`src/sv/nsc_pkg.sv`:
```
// Shared types and constants for the NMEA sentence checker.
`default_nettype none

package nsc_pkg;

   // Character codes the parser reacts to
   localparam logic [7:0] CHAR_DOLLAR = 8'h24;
   localparam logic [7:0] CHAR_STAR   = 8'h2A;
   localparam logic [7:0] CHAR_COMMA  = 8'h2C;
   localparam logic [7:0] CHAR_LF     = 8'h0A;
   localparam logic [7:0] CHAR_ZERO   = 8'h30;
   localparam logic [7:0] CHAR_NINE   = 8'h39;
   localparam logic [7:0] CHAR_UPPER_A = 8'h41;
   localparam logic [7:0] CHAR_UPPER_F = 8'h46;

   // Field counter saturation point; content in this field or later is dropped
   localparam logic [3:0] MAX_FIELDS = 4'd12;

   // Header layout: two source characters, three ID characters, one separator
   localparam int HEADER_LEN = 6;

   // Result kinds
   localparam logic KIND_CONTENT = 1'b0;
   localparam logic KIND_VERDICT = 1'b1;

   // Verdict codes
   localparam logic [1:0] VERDICT_OK       = 2'd0;
   localparam logic [1:0] VERDICT_MISMATCH = 2'd1;
   localparam logic [1:0] VERDICT_BAD      = 2'd2;

   // One result transaction
   typedef struct packed {
      logic        kind;
      logic [3:0]  field_index;
      logic [7:0]  content_char;
      logic [15:0] talker_source;
      logic [23:0] sentence_id;
      logic [1:0]  verdict;
   } nsc_rsp_type;

endpackage

`default_nettype wire

```
`src/sv/nsc_if.sv`:
```
// Valid/ready channel interfaces for received bytes and checker results.
`default_nettype none

interface nsc_req_if;
   logic       valid;
   logic       ready;
   logic [7:0] rx_byte;

   modport source (output valid, output rx_byte, input ready);
   modport sink   (input valid, input rx_byte, output ready);
endinterface

interface nsc_rsp_if;
   logic        valid;
   logic        ready;
   logic        kind;
   logic [3:0]  field_index;
   logic [7:0]  content_char;
   logic [15:0] talker_source;
   logic [23:0] sentence_id;
   logic [1:0]  verdict;

   modport source (output valid, output kind, output field_index, output content_char,
                   output talker_source, output sentence_id, output verdict,
                   input ready);
   modport sink   (input valid, input kind, input field_index, input content_char,
                   input talker_source, input sentence_id, input verdict,
                   output ready);
endinterface

`default_nettype wire

```
`src/sv/nsc_in_reg.sv`:
```
// Input register stage holding one received byte for the parser.
`default_nettype none

module nsc_in_reg (
   input  wire logic       clock,
   input  wire logic       reset,
   input  wire logic       req_valid,
   output logic            req_ready,
   input  wire logic [7:0] req_byte,
   input  wire logic       consume,
   output logic            byte_valid,
   output logic [7:0]      byte_data
);

   logic       valid_ff, valid_in;
   logic [7:0] byte_ff,  byte_in;
   logic       accept;

   // Take a new byte when the stage is empty or drains this cycle
   assign req_ready = !valid_ff || consume;
   assign accept    = req_valid && req_ready;

   always_comb begin
      valid_in = valid_ff;
      byte_in  = byte_ff;
      if (accept) begin
         valid_in = 1'b1;
         byte_in  = req_byte;
      end else if (consume) begin
         valid_in = 1'b0;
      end
   end

   always_ff @(posedge clock) begin
      if (reset) begin
         valid_ff <= 1'b0;
      end else begin
         valid_ff <= valid_in;
      end
      byte_ff <= byte_in;
   end

   assign byte_valid = valid_ff;
   assign byte_data  = byte_ff;

endmodule

`default_nettype wire

```
`src/sv/nsc_parser.sv`:
```
// Sentence parser: running checksum, header capture, field split and verdict.
`default_nettype none

module nsc_parser #(
   parameter int MAX_CONTENT = 72
) (
   input  wire logic         clock,
   input  wire logic         reset,
   input  wire logic         byte_valid,
   input  wire logic [7:0]   byte_data,
   input  wire logic         out_can_take,
   output logic              consume,
   output logic              res_valid,
   output nsc_pkg::nsc_rsp_type res
);

   localparam int POS_LIMIT = nsc_pkg::HEADER_LEN + MAX_CONTENT;
   localparam int POS_W     = $clog2(POS_LIMIT + 1);

   typedef enum logic [5:0] {
      MODE_IDLE = 6'b000001,
      MODE_HEAD = 6'b000010,
      MODE_BODY = 6'b000100,
      MODE_SUM1 = 6'b001000,
      MODE_SUM2 = 6'b010000,
      MODE_DONE = 6'b100000
   } mode_type;

   mode_type         mode_ff, mode_in;
   logic [7:0]       xor_ff, xor_in;
   logic [POS_W-1:0] pos_ff, pos_in;
   logic [15:0]      source_ff, source_in;
   logic [23:0]      ident_ff, ident_in;
   logic [3:0]       field_ff, field_in;
   logic [7:0]       sum_ff, sum_in;
   logic             bad_ff, bad_in;
   logic [3:0]       digit_val;
   logic             digit_ok;
   logic [POS_W-1:0] pos_inc;

   // Decode one checksum character; only uppercase hex counts
   always_comb begin
      digit_val = 4'd0;
      digit_ok  = 1'b0;
      if (byte_data >= nsc_pkg::CHAR_ZERO && byte_data <= nsc_pkg::CHAR_NINE) begin
         digit_val = 4'(byte_data - nsc_pkg::CHAR_ZERO);
         digit_ok  = 1'b1;
      end else if (byte_data >= nsc_pkg::CHAR_UPPER_A &&
                   byte_data <= nsc_pkg::CHAR_UPPER_F) begin
         digit_val = 4'(byte_data - nsc_pkg::CHAR_UPPER_A + 8'd10);
         digit_ok  = 1'b1;
      end
   end

   assign pos_inc = pos_ff + POS_W'(1);

   // Next state and optional result for the byte in the input register
   always_comb begin
      mode_in   = mode_ff;
      xor_in    = xor_ff;
      pos_in    = pos_ff;
      source_in = source_ff;
      ident_in  = ident_ff;
      field_in  = field_ff;
      sum_in    = sum_ff;
      bad_in    = bad_ff;
      res_valid = 1'b0;
      res       = '0;

      if (byte_data == nsc_pkg::CHAR_DOLLAR) begin
         // open or reopen a sentence
         mode_in   = MODE_HEAD;
         xor_in    = '0;
         pos_in    = '0;
         source_in = '0;
         ident_in  = '0;
         field_in  = '0;
         sum_in    = '0;
         bad_in    = 1'b0;
      end else if (mode_ff == MODE_IDLE) begin
         // drop bytes outside a sentence
      end else if (byte_data == nsc_pkg::CHAR_LF) begin
         // close the sentence with a verdict
         res_valid         = 1'b1;
         res.kind          = nsc_pkg::KIND_VERDICT;
         res.talker_source = source_ff;
         res.sentence_id   = ident_ff;
         if (mode_ff != MODE_DONE || bad_ff) begin
            res.verdict = nsc_pkg::VERDICT_BAD;
         end else if (sum_ff != xor_ff) begin
            res.verdict = nsc_pkg::VERDICT_MISMATCH;
         end else begin
            res.verdict = nsc_pkg::VERDICT_OK;
         end
         mode_in = MODE_IDLE;
      end else begin
         unique case (mode_ff)
            MODE_HEAD: begin
               if (byte_data == nsc_pkg::CHAR_STAR) begin
                  mode_in = MODE_SUM1;
               end else begin
                  xor_in = xor_ff ^ byte_data;
                  pos_in = pos_inc;
                  if (pos_inc <= POS_W'(2)) begin
                     source_in = {source_ff[7:0], byte_data};
                  end else if (pos_inc <= POS_W'(5)) begin
                     ident_in = {ident_ff[15:0], byte_data};
                  end
                  if (pos_inc >= POS_W'(nsc_pkg::HEADER_LEN)) begin
                     mode_in = MODE_BODY;
                  end
               end
            end
            MODE_BODY: begin
               if (byte_data == nsc_pkg::CHAR_STAR) begin
                  mode_in = MODE_SUM1;
               end else begin
                  xor_in = xor_ff ^ byte_data;
                  if (pos_ff >= POS_W'(POS_LIMIT)) begin
                     // too long: flag and hold position
                     bad_in = 1'b1;
                  end else begin
                     pos_in = pos_inc;
                     if (byte_data == nsc_pkg::CHAR_COMMA) begin
                        if (field_ff < nsc_pkg::MAX_FIELDS) begin
                           field_in = field_ff + 4'd1;
                        end
                     end else if (field_ff < nsc_pkg::MAX_FIELDS) begin
                        res_valid        = 1'b1;
                        res.kind         = nsc_pkg::KIND_CONTENT;
                        res.field_index  = field_ff;
                        res.content_char = byte_data;
                     end
                  end
               end
            end
            MODE_SUM1: begin
               sum_in  = {sum_ff[3:0], digit_val};
               bad_in  = bad_ff | !digit_ok;
               mode_in = MODE_SUM2;
            end
            MODE_SUM2: begin
               sum_in  = {sum_ff[3:0], digit_val};
               bad_in  = bad_ff | !digit_ok;
               mode_in = MODE_DONE;
            end
            MODE_IDLE, MODE_DONE: begin
               // ignore trailing bytes
            end
            default: begin
               mode_in = MODE_IDLE;
            end
         endcase
      end
   end

   // Advance when a byte is present and any result it makes has room
   assign consume = byte_valid && (!res_valid || out_can_take);

   always_ff @(posedge clock) begin
      if (reset) begin
         mode_ff   <= MODE_IDLE;
         xor_ff    <= '0;
         pos_ff    <= '0;
         source_ff <= '0;
         ident_ff  <= '0;
         field_ff  <= '0;
         sum_ff    <= '0;
         bad_ff    <= 1'b0;
      end else if (consume) begin
         mode_ff   <= mode_in;
         xor_ff    <= xor_in;
         pos_ff    <= pos_in;
         source_ff <= source_in;
         ident_ff  <= ident_in;
         field_ff  <= field_in;
         sum_ff    <= sum_in;
         bad_ff    <= bad_in;
      end
   end

endmodule

`default_nettype wire

```
`src/sv/nsc_out_reg.sv`:
```
// Result register stage driving the response channel.
`default_nettype none

module nsc_out_reg (
   input  wire logic                 clock,
   input  wire logic                 reset,
   input  wire logic                 load,
   input  wire nsc_pkg::nsc_rsp_type load_data,
   output logic                      can_take,
   output logic                      rsp_valid,
   input  wire logic                 rsp_ready,
   output nsc_pkg::nsc_rsp_type      rsp_data
);

   logic                 valid_ff, valid_in;
   nsc_pkg::nsc_rsp_type data_ff, data_in;

   // Room when empty or the held transaction leaves this cycle
   assign can_take = !valid_ff || rsp_ready;

   always_comb begin
      valid_in = valid_ff;
      data_in  = data_ff;
      if (load) begin
         valid_in = 1'b1;
         data_in  = load_data;
      end else if (rsp_ready) begin
         valid_in = 1'b0;
      end
   end

   always_ff @(posedge clock) begin
      if (reset) begin
         valid_ff <= 1'b0;
      end else begin
         valid_ff <= valid_in;
      end
      data_ff <= data_in;
   end

   assign rsp_valid = valid_ff;
   assign rsp_data  = data_ff;

endmodule

`default_nettype wire

```
`src/sv/nmea_sentence_checker_top.sv`:
```
// Top level of the NMEA sentence checker.
`default_nettype none

// Byte-serial NMEA 0183 sentence checker. One received byte per transaction on
// the request channel; each byte makes at most one response transaction: a
// content character with its field number, or an end-of-sentence verdict
// (ok, checksum mismatch, or incomplete, too long or bad checksum digit)
// carrying the source and message ID. Keep the content of a sentence only
// if its verdict is ok. Throughput is one byte per clock cycle when the
// request side is not stalled; a request passes through the input register,
// then the result register. All per-byte work is a single pass of small
// logic between those two registers; the request side stalls only when a
// result is pending and the response register is still full. MAX_CONTENT
// sets the content length limit and the position counter width.
module nmea_sentence_checker_top #(
   parameter int MAX_CONTENT = 72
) (
   input  wire logic clock,
   input  wire logic reset,
   nsc_req_if.sink   req_chan,
   nsc_rsp_if.source rsp_chan
);

   logic                 byte_valid;
   logic [7:0]           byte_data;
   logic                 consume;
   logic                 res_valid;
   logic                 can_take;
   nsc_pkg::nsc_rsp_type res;
   nsc_pkg::nsc_rsp_type rsp_data;

   // Input register
   nsc_in_reg u_in_reg (
      .clock      (clock),
      .reset      (reset),
      .req_valid  (req_chan.valid),
      .req_ready  (req_chan.ready),
      .req_byte   (req_chan.rx_byte),
      .consume    (consume),
      .byte_valid (byte_valid),
      .byte_data  (byte_data)
   );

   // Parser
   nsc_parser #(
      .MAX_CONTENT (MAX_CONTENT)
   ) u_parser (
      .clock        (clock),
      .reset        (reset),
      .byte_valid   (byte_valid),
      .byte_data    (byte_data),
      .out_can_take (can_take),
      .consume      (consume),
      .res_valid    (res_valid),
      .res          (res)
   );

   // Result register
   nsc_out_reg u_out_reg (
      .clock     (clock),
      .reset     (reset),
      .load      (consume && res_valid),
      .load_data (res),
      .can_take  (can_take),
      .rsp_valid (rsp_chan.valid),
      .rsp_ready (rsp_chan.ready),
      .rsp_data  (rsp_data)
   );

   // Drive response payload
   assign rsp_chan.kind          = rsp_data.kind;
   assign rsp_chan.field_index   = rsp_data.field_index;
   assign rsp_chan.content_char  = rsp_data.content_char;
   assign rsp_chan.talker_source = rsp_data.talker_source;
   assign rsp_chan.sentence_id   = rsp_data.sentence_id;
   assign rsp_chan.verdict       = rsp_data.verdict;

endmodule

`default_nettype wire
```
`src/flat_wrapper.sv`:
```
// flat-port wrapper written by rule: the top's interface ports become plain ports
module nmea_sentence_checker_top_flat 
#(
   parameter int MAX_CONTENT = 72
)
  (clock, reset, req_chan_valid, req_chan_rx_byte, req_chan_ready, rsp_chan_valid, rsp_chan_kind, rsp_chan_field_index, rsp_chan_content_char, rsp_chan_talker_source, rsp_chan_sentence_id, rsp_chan_verdict, rsp_chan_ready);
  nsc_req_if req_chan_i ();
  nsc_rsp_if rsp_chan_i ();
  input  wire logic clock;
  input  wire logic reset;
  input wire logic [$bits(req_chan_i.valid)-1:0] req_chan_valid;
  input wire logic [$bits(req_chan_i.rx_byte)-1:0] req_chan_rx_byte;
  output wire logic [$bits(req_chan_i.ready)-1:0] req_chan_ready;
  output wire logic [$bits(rsp_chan_i.valid)-1:0] rsp_chan_valid;
  output wire logic [$bits(rsp_chan_i.kind)-1:0] rsp_chan_kind;
  output wire logic [$bits(rsp_chan_i.field_index)-1:0] rsp_chan_field_index;
  output wire logic [$bits(rsp_chan_i.content_char)-1:0] rsp_chan_content_char;
  output wire logic [$bits(rsp_chan_i.talker_source)-1:0] rsp_chan_talker_source;
  output wire logic [$bits(rsp_chan_i.sentence_id)-1:0] rsp_chan_sentence_id;
  output wire logic [$bits(rsp_chan_i.verdict)-1:0] rsp_chan_verdict;
  input wire logic [$bits(rsp_chan_i.ready)-1:0] rsp_chan_ready;
  assign req_chan_i.valid = req_chan_valid;
  assign req_chan_i.rx_byte = req_chan_rx_byte;
  assign req_chan_ready = req_chan_i.ready;
  assign rsp_chan_valid = rsp_chan_i.valid;
  assign rsp_chan_kind = rsp_chan_i.kind;
  assign rsp_chan_field_index = rsp_chan_i.field_index;
  assign rsp_chan_content_char = rsp_chan_i.content_char;
  assign rsp_chan_talker_source = rsp_chan_i.talker_source;
  assign rsp_chan_sentence_id = rsp_chan_i.sentence_id;
  assign rsp_chan_verdict = rsp_chan_i.verdict;
  assign rsp_chan_i.ready = rsp_chan_ready;
  nmea_sentence_checker_top #(.MAX_CONTENT(MAX_CONTENT)) u_core (.clock(clock), .reset(reset), .req_chan(req_chan_i), .rsp_chan(rsp_chan_i));
endmodule
```
`config.mk`:
```
export PLATFORM = sky130hd
export DESIGN_NAME = nmea_sentence_checker_top_flat
export DESIGN_NICKNAME = d
export VERILOG_FILES = /design/src/sv/nsc_pkg.sv /design/src/sv/nsc_if.sv /design/src/sv/nsc_in_reg.sv /design/src/sv/nsc_parser.sv /design/src/sv/nsc_out_reg.sv /design/src/sv/nmea_sentence_checker_top.sv /design/src/flat_wrapper.sv
export SDC_FILE = /design/constraint.sdc
export NUM_CORES = 1
export LEC_CHECK = 0
export BUFFER_PORTS_ARGS = -buffer_cell sky130_fd_sc_hd__buf_2
export CAP_MARGIN = 20
export CORE_MARGIN = 2
export CORE_UTILIZATION = 52
export DETAILED_ROUTE_END_ITERATION = 8
export HOLD_SLACK_MARGIN = 0.1
export PLACE_DENSITY = 0.72
export SYNTH_ARGS = -nofsm -noshare
export SYNTH_HDL_FRONTEND = slang
export SYNTH_HIERARCHICAL = 1
export SYNTH_SLANG_ARGS = --single-unit
```
`constraint.sdc`:
```
create_clock -name clock -period 3.7 [get_ports clock]
set_clock_uncertainty 0.1 [all_clocks]
set_input_delay 0.37 -clock clock [delete_from_list [all_inputs] [get_ports clock]]
set_output_delay 0.37 -clock clock [all_outputs]
set_load 0.005 [all_outputs]
```
==> impl_metrics.tcl <==
set metrics [dict create \
    slew_headroom_pct 30.4 \
    coreArea_um2 11400 \
    crit_slowest_cell "or4_1" \
    multi_input_comb_area_um2 2490 \
    crit_chain "or4_1 > a211o_1 > nor3_1 > nor2_1 > o21a_1 > nand2b_4 > buf_2" \
    drcViolationCount 0 \
    crit_fanout 8 \
    post_drt_wl_per_cell_um 16.6 \
    dieWidth_um 112 \
    overflow 0 \
    dr.first_iter.drc_count 407 \
    grt_pass1_wl_um 21800 \
    synth_area_leaders "edfxtp_1 31%, dfxtp_1 25%, and2_1 5.6%" \
    synth_adder_area_share_pct 2.06 \
    min_period_ns 3.36 \
    outcome "finished clean" \
    p_switching_w 0.000692 \
    cts_tree "done" \
    via_count 4742 \
    vias_per_cell 5.83 \
    post_cts_buffers 0 \
    dp_hpwl_um 8730 \
    grt_pass1_vias 4365 \
    endpoint_kind "output port" \
    synth_edf_count 63 \
    grt_max_degree 44 \
    routed_wl_um 13500 \
    cts_buffers 17 \
    first_pass_iters 5 \
    grtUsageTotal_pct 21.9 \
    synth-main-ff-cell "dfxtp_1" \
    pwr-share-seq_pct 48.6 \
    layout.nets 680 \
    start_util_pct 53.2 \
    fillers 903 \
    switching_share_pct 20.9 \
    crit_arrival_ns 2.89 \
    io_pins 69 \
    max-vdd-ir-drop_mv 0.250 \
    insertion_delay_ns 0.42 \
    synthSimpleGateAreaFrac_pct 22.9 \
    finalPower_w 0.00332 \
    diodes 0 \
    critical_path_required_ns 3.23 \
    ys_seq_area_share_pct 56.2 \
    antenna_found_initial 0 \
    rsz0062_at_grt "no" \
    synth.mux.area_fraction_pct 1.15 \
    cts_hold_buffers 8 \
    port_buffers 68 \
    die_area_um2 12600 \
    tightest_slew_ns 1.04 \
    synth_xor_area_share_pct 2.60 \
    hold_viol 0 \
    crit_family "simple AND/OR/NAND/NOR gates" \
    cts_buffer_depth 2 \
    worst_setup_path_start_kind "flop" \
    cts_resized 0 \
    synth_compound_area_share_pct 12.1 \
    place_congestion 0.959 \
    async_reset_ff_share_pct 0 \
    p_int_w 0.00262 \
    yosysWarningCount 6 \
    htree_levels 4 \
    yosysUniqueCellTypes 57 \
    synth_area_um2 6070 \
    syn_to_final_growth_pct 18.7 \
    syn-num-nets 607 \
    critical_path_class "flop to output port" \
    ant_nets 0 \
    pwr-share-clk_pct 49.2 \
    finalCritPeriodShare_pct 90.9 \
    place_area_um2 6560 \
    path_buf_inv 1 \
    synth_seq_cells 139 \
    clkTransAtPathRegs_ns 0.06 \
    regArea_um2 3410 \
    post-synth-top-area-cell "edfxtp_1" \
    tns_ns 0 \
    synth_top_family_by_area "simple AND/OR/NAND/NOR gates" \
    cts.sinks 139 \
    num_rows 39 \
    ctsRootBufferMaster "clkbuf_16" \
    fmax_mhz 297 \
    hp-class "input port to flop" \
    slew_violations 0 \
    fp.dieH_um 112 \
    power.density_nw_per_um2 460 \
    final_area_um2 7210 \
    syn_avg_cell_area_um2 10.4 \
    drv_cap 0 \
    syn-instance-count 585 \
    netlist.area_leader.share_pct 31.1 \
    leakage_nw 2.43 \
    setup_viol 0 \
    p_comb_share_pct 2.2 \
    max_stage_delay_ns 0.71 \
    drive_above_1_share_pct 18.6 \
]
-- kinds of logic (layout without fill, tap and decap cells) --
kind of cell | Yosys count | after routing
mux | 7 | 7
fa+ha+maj | 10 | 10
simple gates | 255 | 255
buf+inv | 41 | 127
compound gates | 115 | 115
xor+xnor | 18 | 18
flops | 139 | 139
-- sequential cells by signal (all words and copies together) (netlist names) --
register / flops
u_core/u_parser/source_ff: 16
u_core/u_in_reg/byte_data: 8
u_core/u_parser/pos_ff: 7
u_core/u_out_reg/rsp_valid: 1
u_core/u_parser/mode_ff: 6
u_core/u_parser/ident_ff: 24
u_core/u_out_reg/rsp_data: 55
u_core/u_parser/field_ff: 4
u_core/u_in_reg/byte_valid: 1
u_core/u_parser/sum_ff: 8
u_core/u_parser/bad_ff: 1
u_core/u_parser/xor_ff: 8
-- power by group through the flow --
stage               sequential, W  combinational, W  clock (W)
floorplan                 0.00164         0.0000390          0
global placement          0.00164         0.0000626          0
detailed placement        0.00164         0.0000639          0
CTS                       0.00161         0.0000712    0.00165
global route              0.00161         0.0000778    0.00173
finish                    0.00161         0.0000720    0.00163
-- final timing paths --
kind                                                   start  slack [ns]  cells past startpoint                       endpoint
worst max-delay path              u_core/u_parser/mode_ff[3]        0.34                      7                 req_chan_ready
worst min-delay path                          req_chan_valid        0.10                      3     u_core/u_in_reg/byte_valid
worst max register to register  u_core/u_in_reg/byte_data[0]        0.40                      9  u_core/u_out_reg/rsp_data[48]
worst min register to register  u_core/u_parser/ident_ff[20]        0.35                      2   u_core/u_parser/ident_ff[20]
-- synth_stat cells (all sizes together) (2+ instances only) --
cell type	instances
and3	5
a22oi	17
a211oi	8
clkbuf	22
or4b	2
nor2	53
mux2i	7
nand3	28
inv	6
nor2b	4
nor4	8
xnor2	17
a211o	5
nand2b	12
nor3	13
o21ai	20
ha	10
buf	13
o211ai	6
a41oi	2
or2	2
nor3b	4
or4	10
or3	3
edfxtp	63
nand4	4
or3b	2
and2	55
dfxtp	76
o21a	2
a21oi	45
nand2	42
nand3b	4
-- layout by cell type (no fill, tap or decap), types with 6 or more instances in the layout --
master         instances
nand3_1               28
nor3_1                13
mux2i_1                7
nor4_1                 6
or4_1                  9
dlygate4sd3_1          8
a211oi_1               7
nand2b_1              10
a22oi_1               17
buf_2                 68
o21ai_0               16
inv_1                  6
ha_1                  10
dfxtp_1               76
nand2_1               42
buf_4                 12
nor2_1                52
xnor2_1               17
and2_1                53
clkbuf_16             17
o211ai_1               6
a21oi_1               42
edfxtp_1              63
-- worst register-to-register path: stages, from the launching register on --
cell      delay [ns]
edfxtp_1        0.52
inv_1           0.19
ha_1            0.18
nor4bb_1        0.51
a211o_1         0.32
nor3_1          0.13
nor2_1          0.20
o21a_1          0.15
and2_2          0.39
buf_12          0.29
-- area by class of cell --
class | count | share of cell area, %
repair buffers | 89 | 7.36
well taps | 143 | 2.48
multi-input cells | 405 | 34.5
inverters | 6 | 0.312
flip-flops and latches | 139 | 47.3
clock buffers | 19 | 6.00
clock inverters | 13 | 1.98
-- layer usage --
layer / up-vias / wire [um] / global-route usage, %
met3: 29 / 953 / 6.53
met5: - / 0 / 0
met4: 0 / 267 / 7.89
met2: 192 / 6500 / 34.7
li1: 2248 / - / -
met1: 2273 / 5790 / 29.0
-- per-stage QoR --
step | util, % | worst slack [ns] | std cells | hold WS (ns)
floorplan | - | 0.0492 | 585 | 0.327
global placement | 57.4 | 0.621 | 774 | 0.334
detailed placement | 57.4 | 0.477 | 774 | 0.341
CTS | 63.2 | 0.377 | 814 | 0.103
global route | 63.2 | 0.185 | 814 | 0.104
finish | 63.2 | 0.337 | 814 | 0.104
Note: power is estimated with default switching activity, not from simulation.
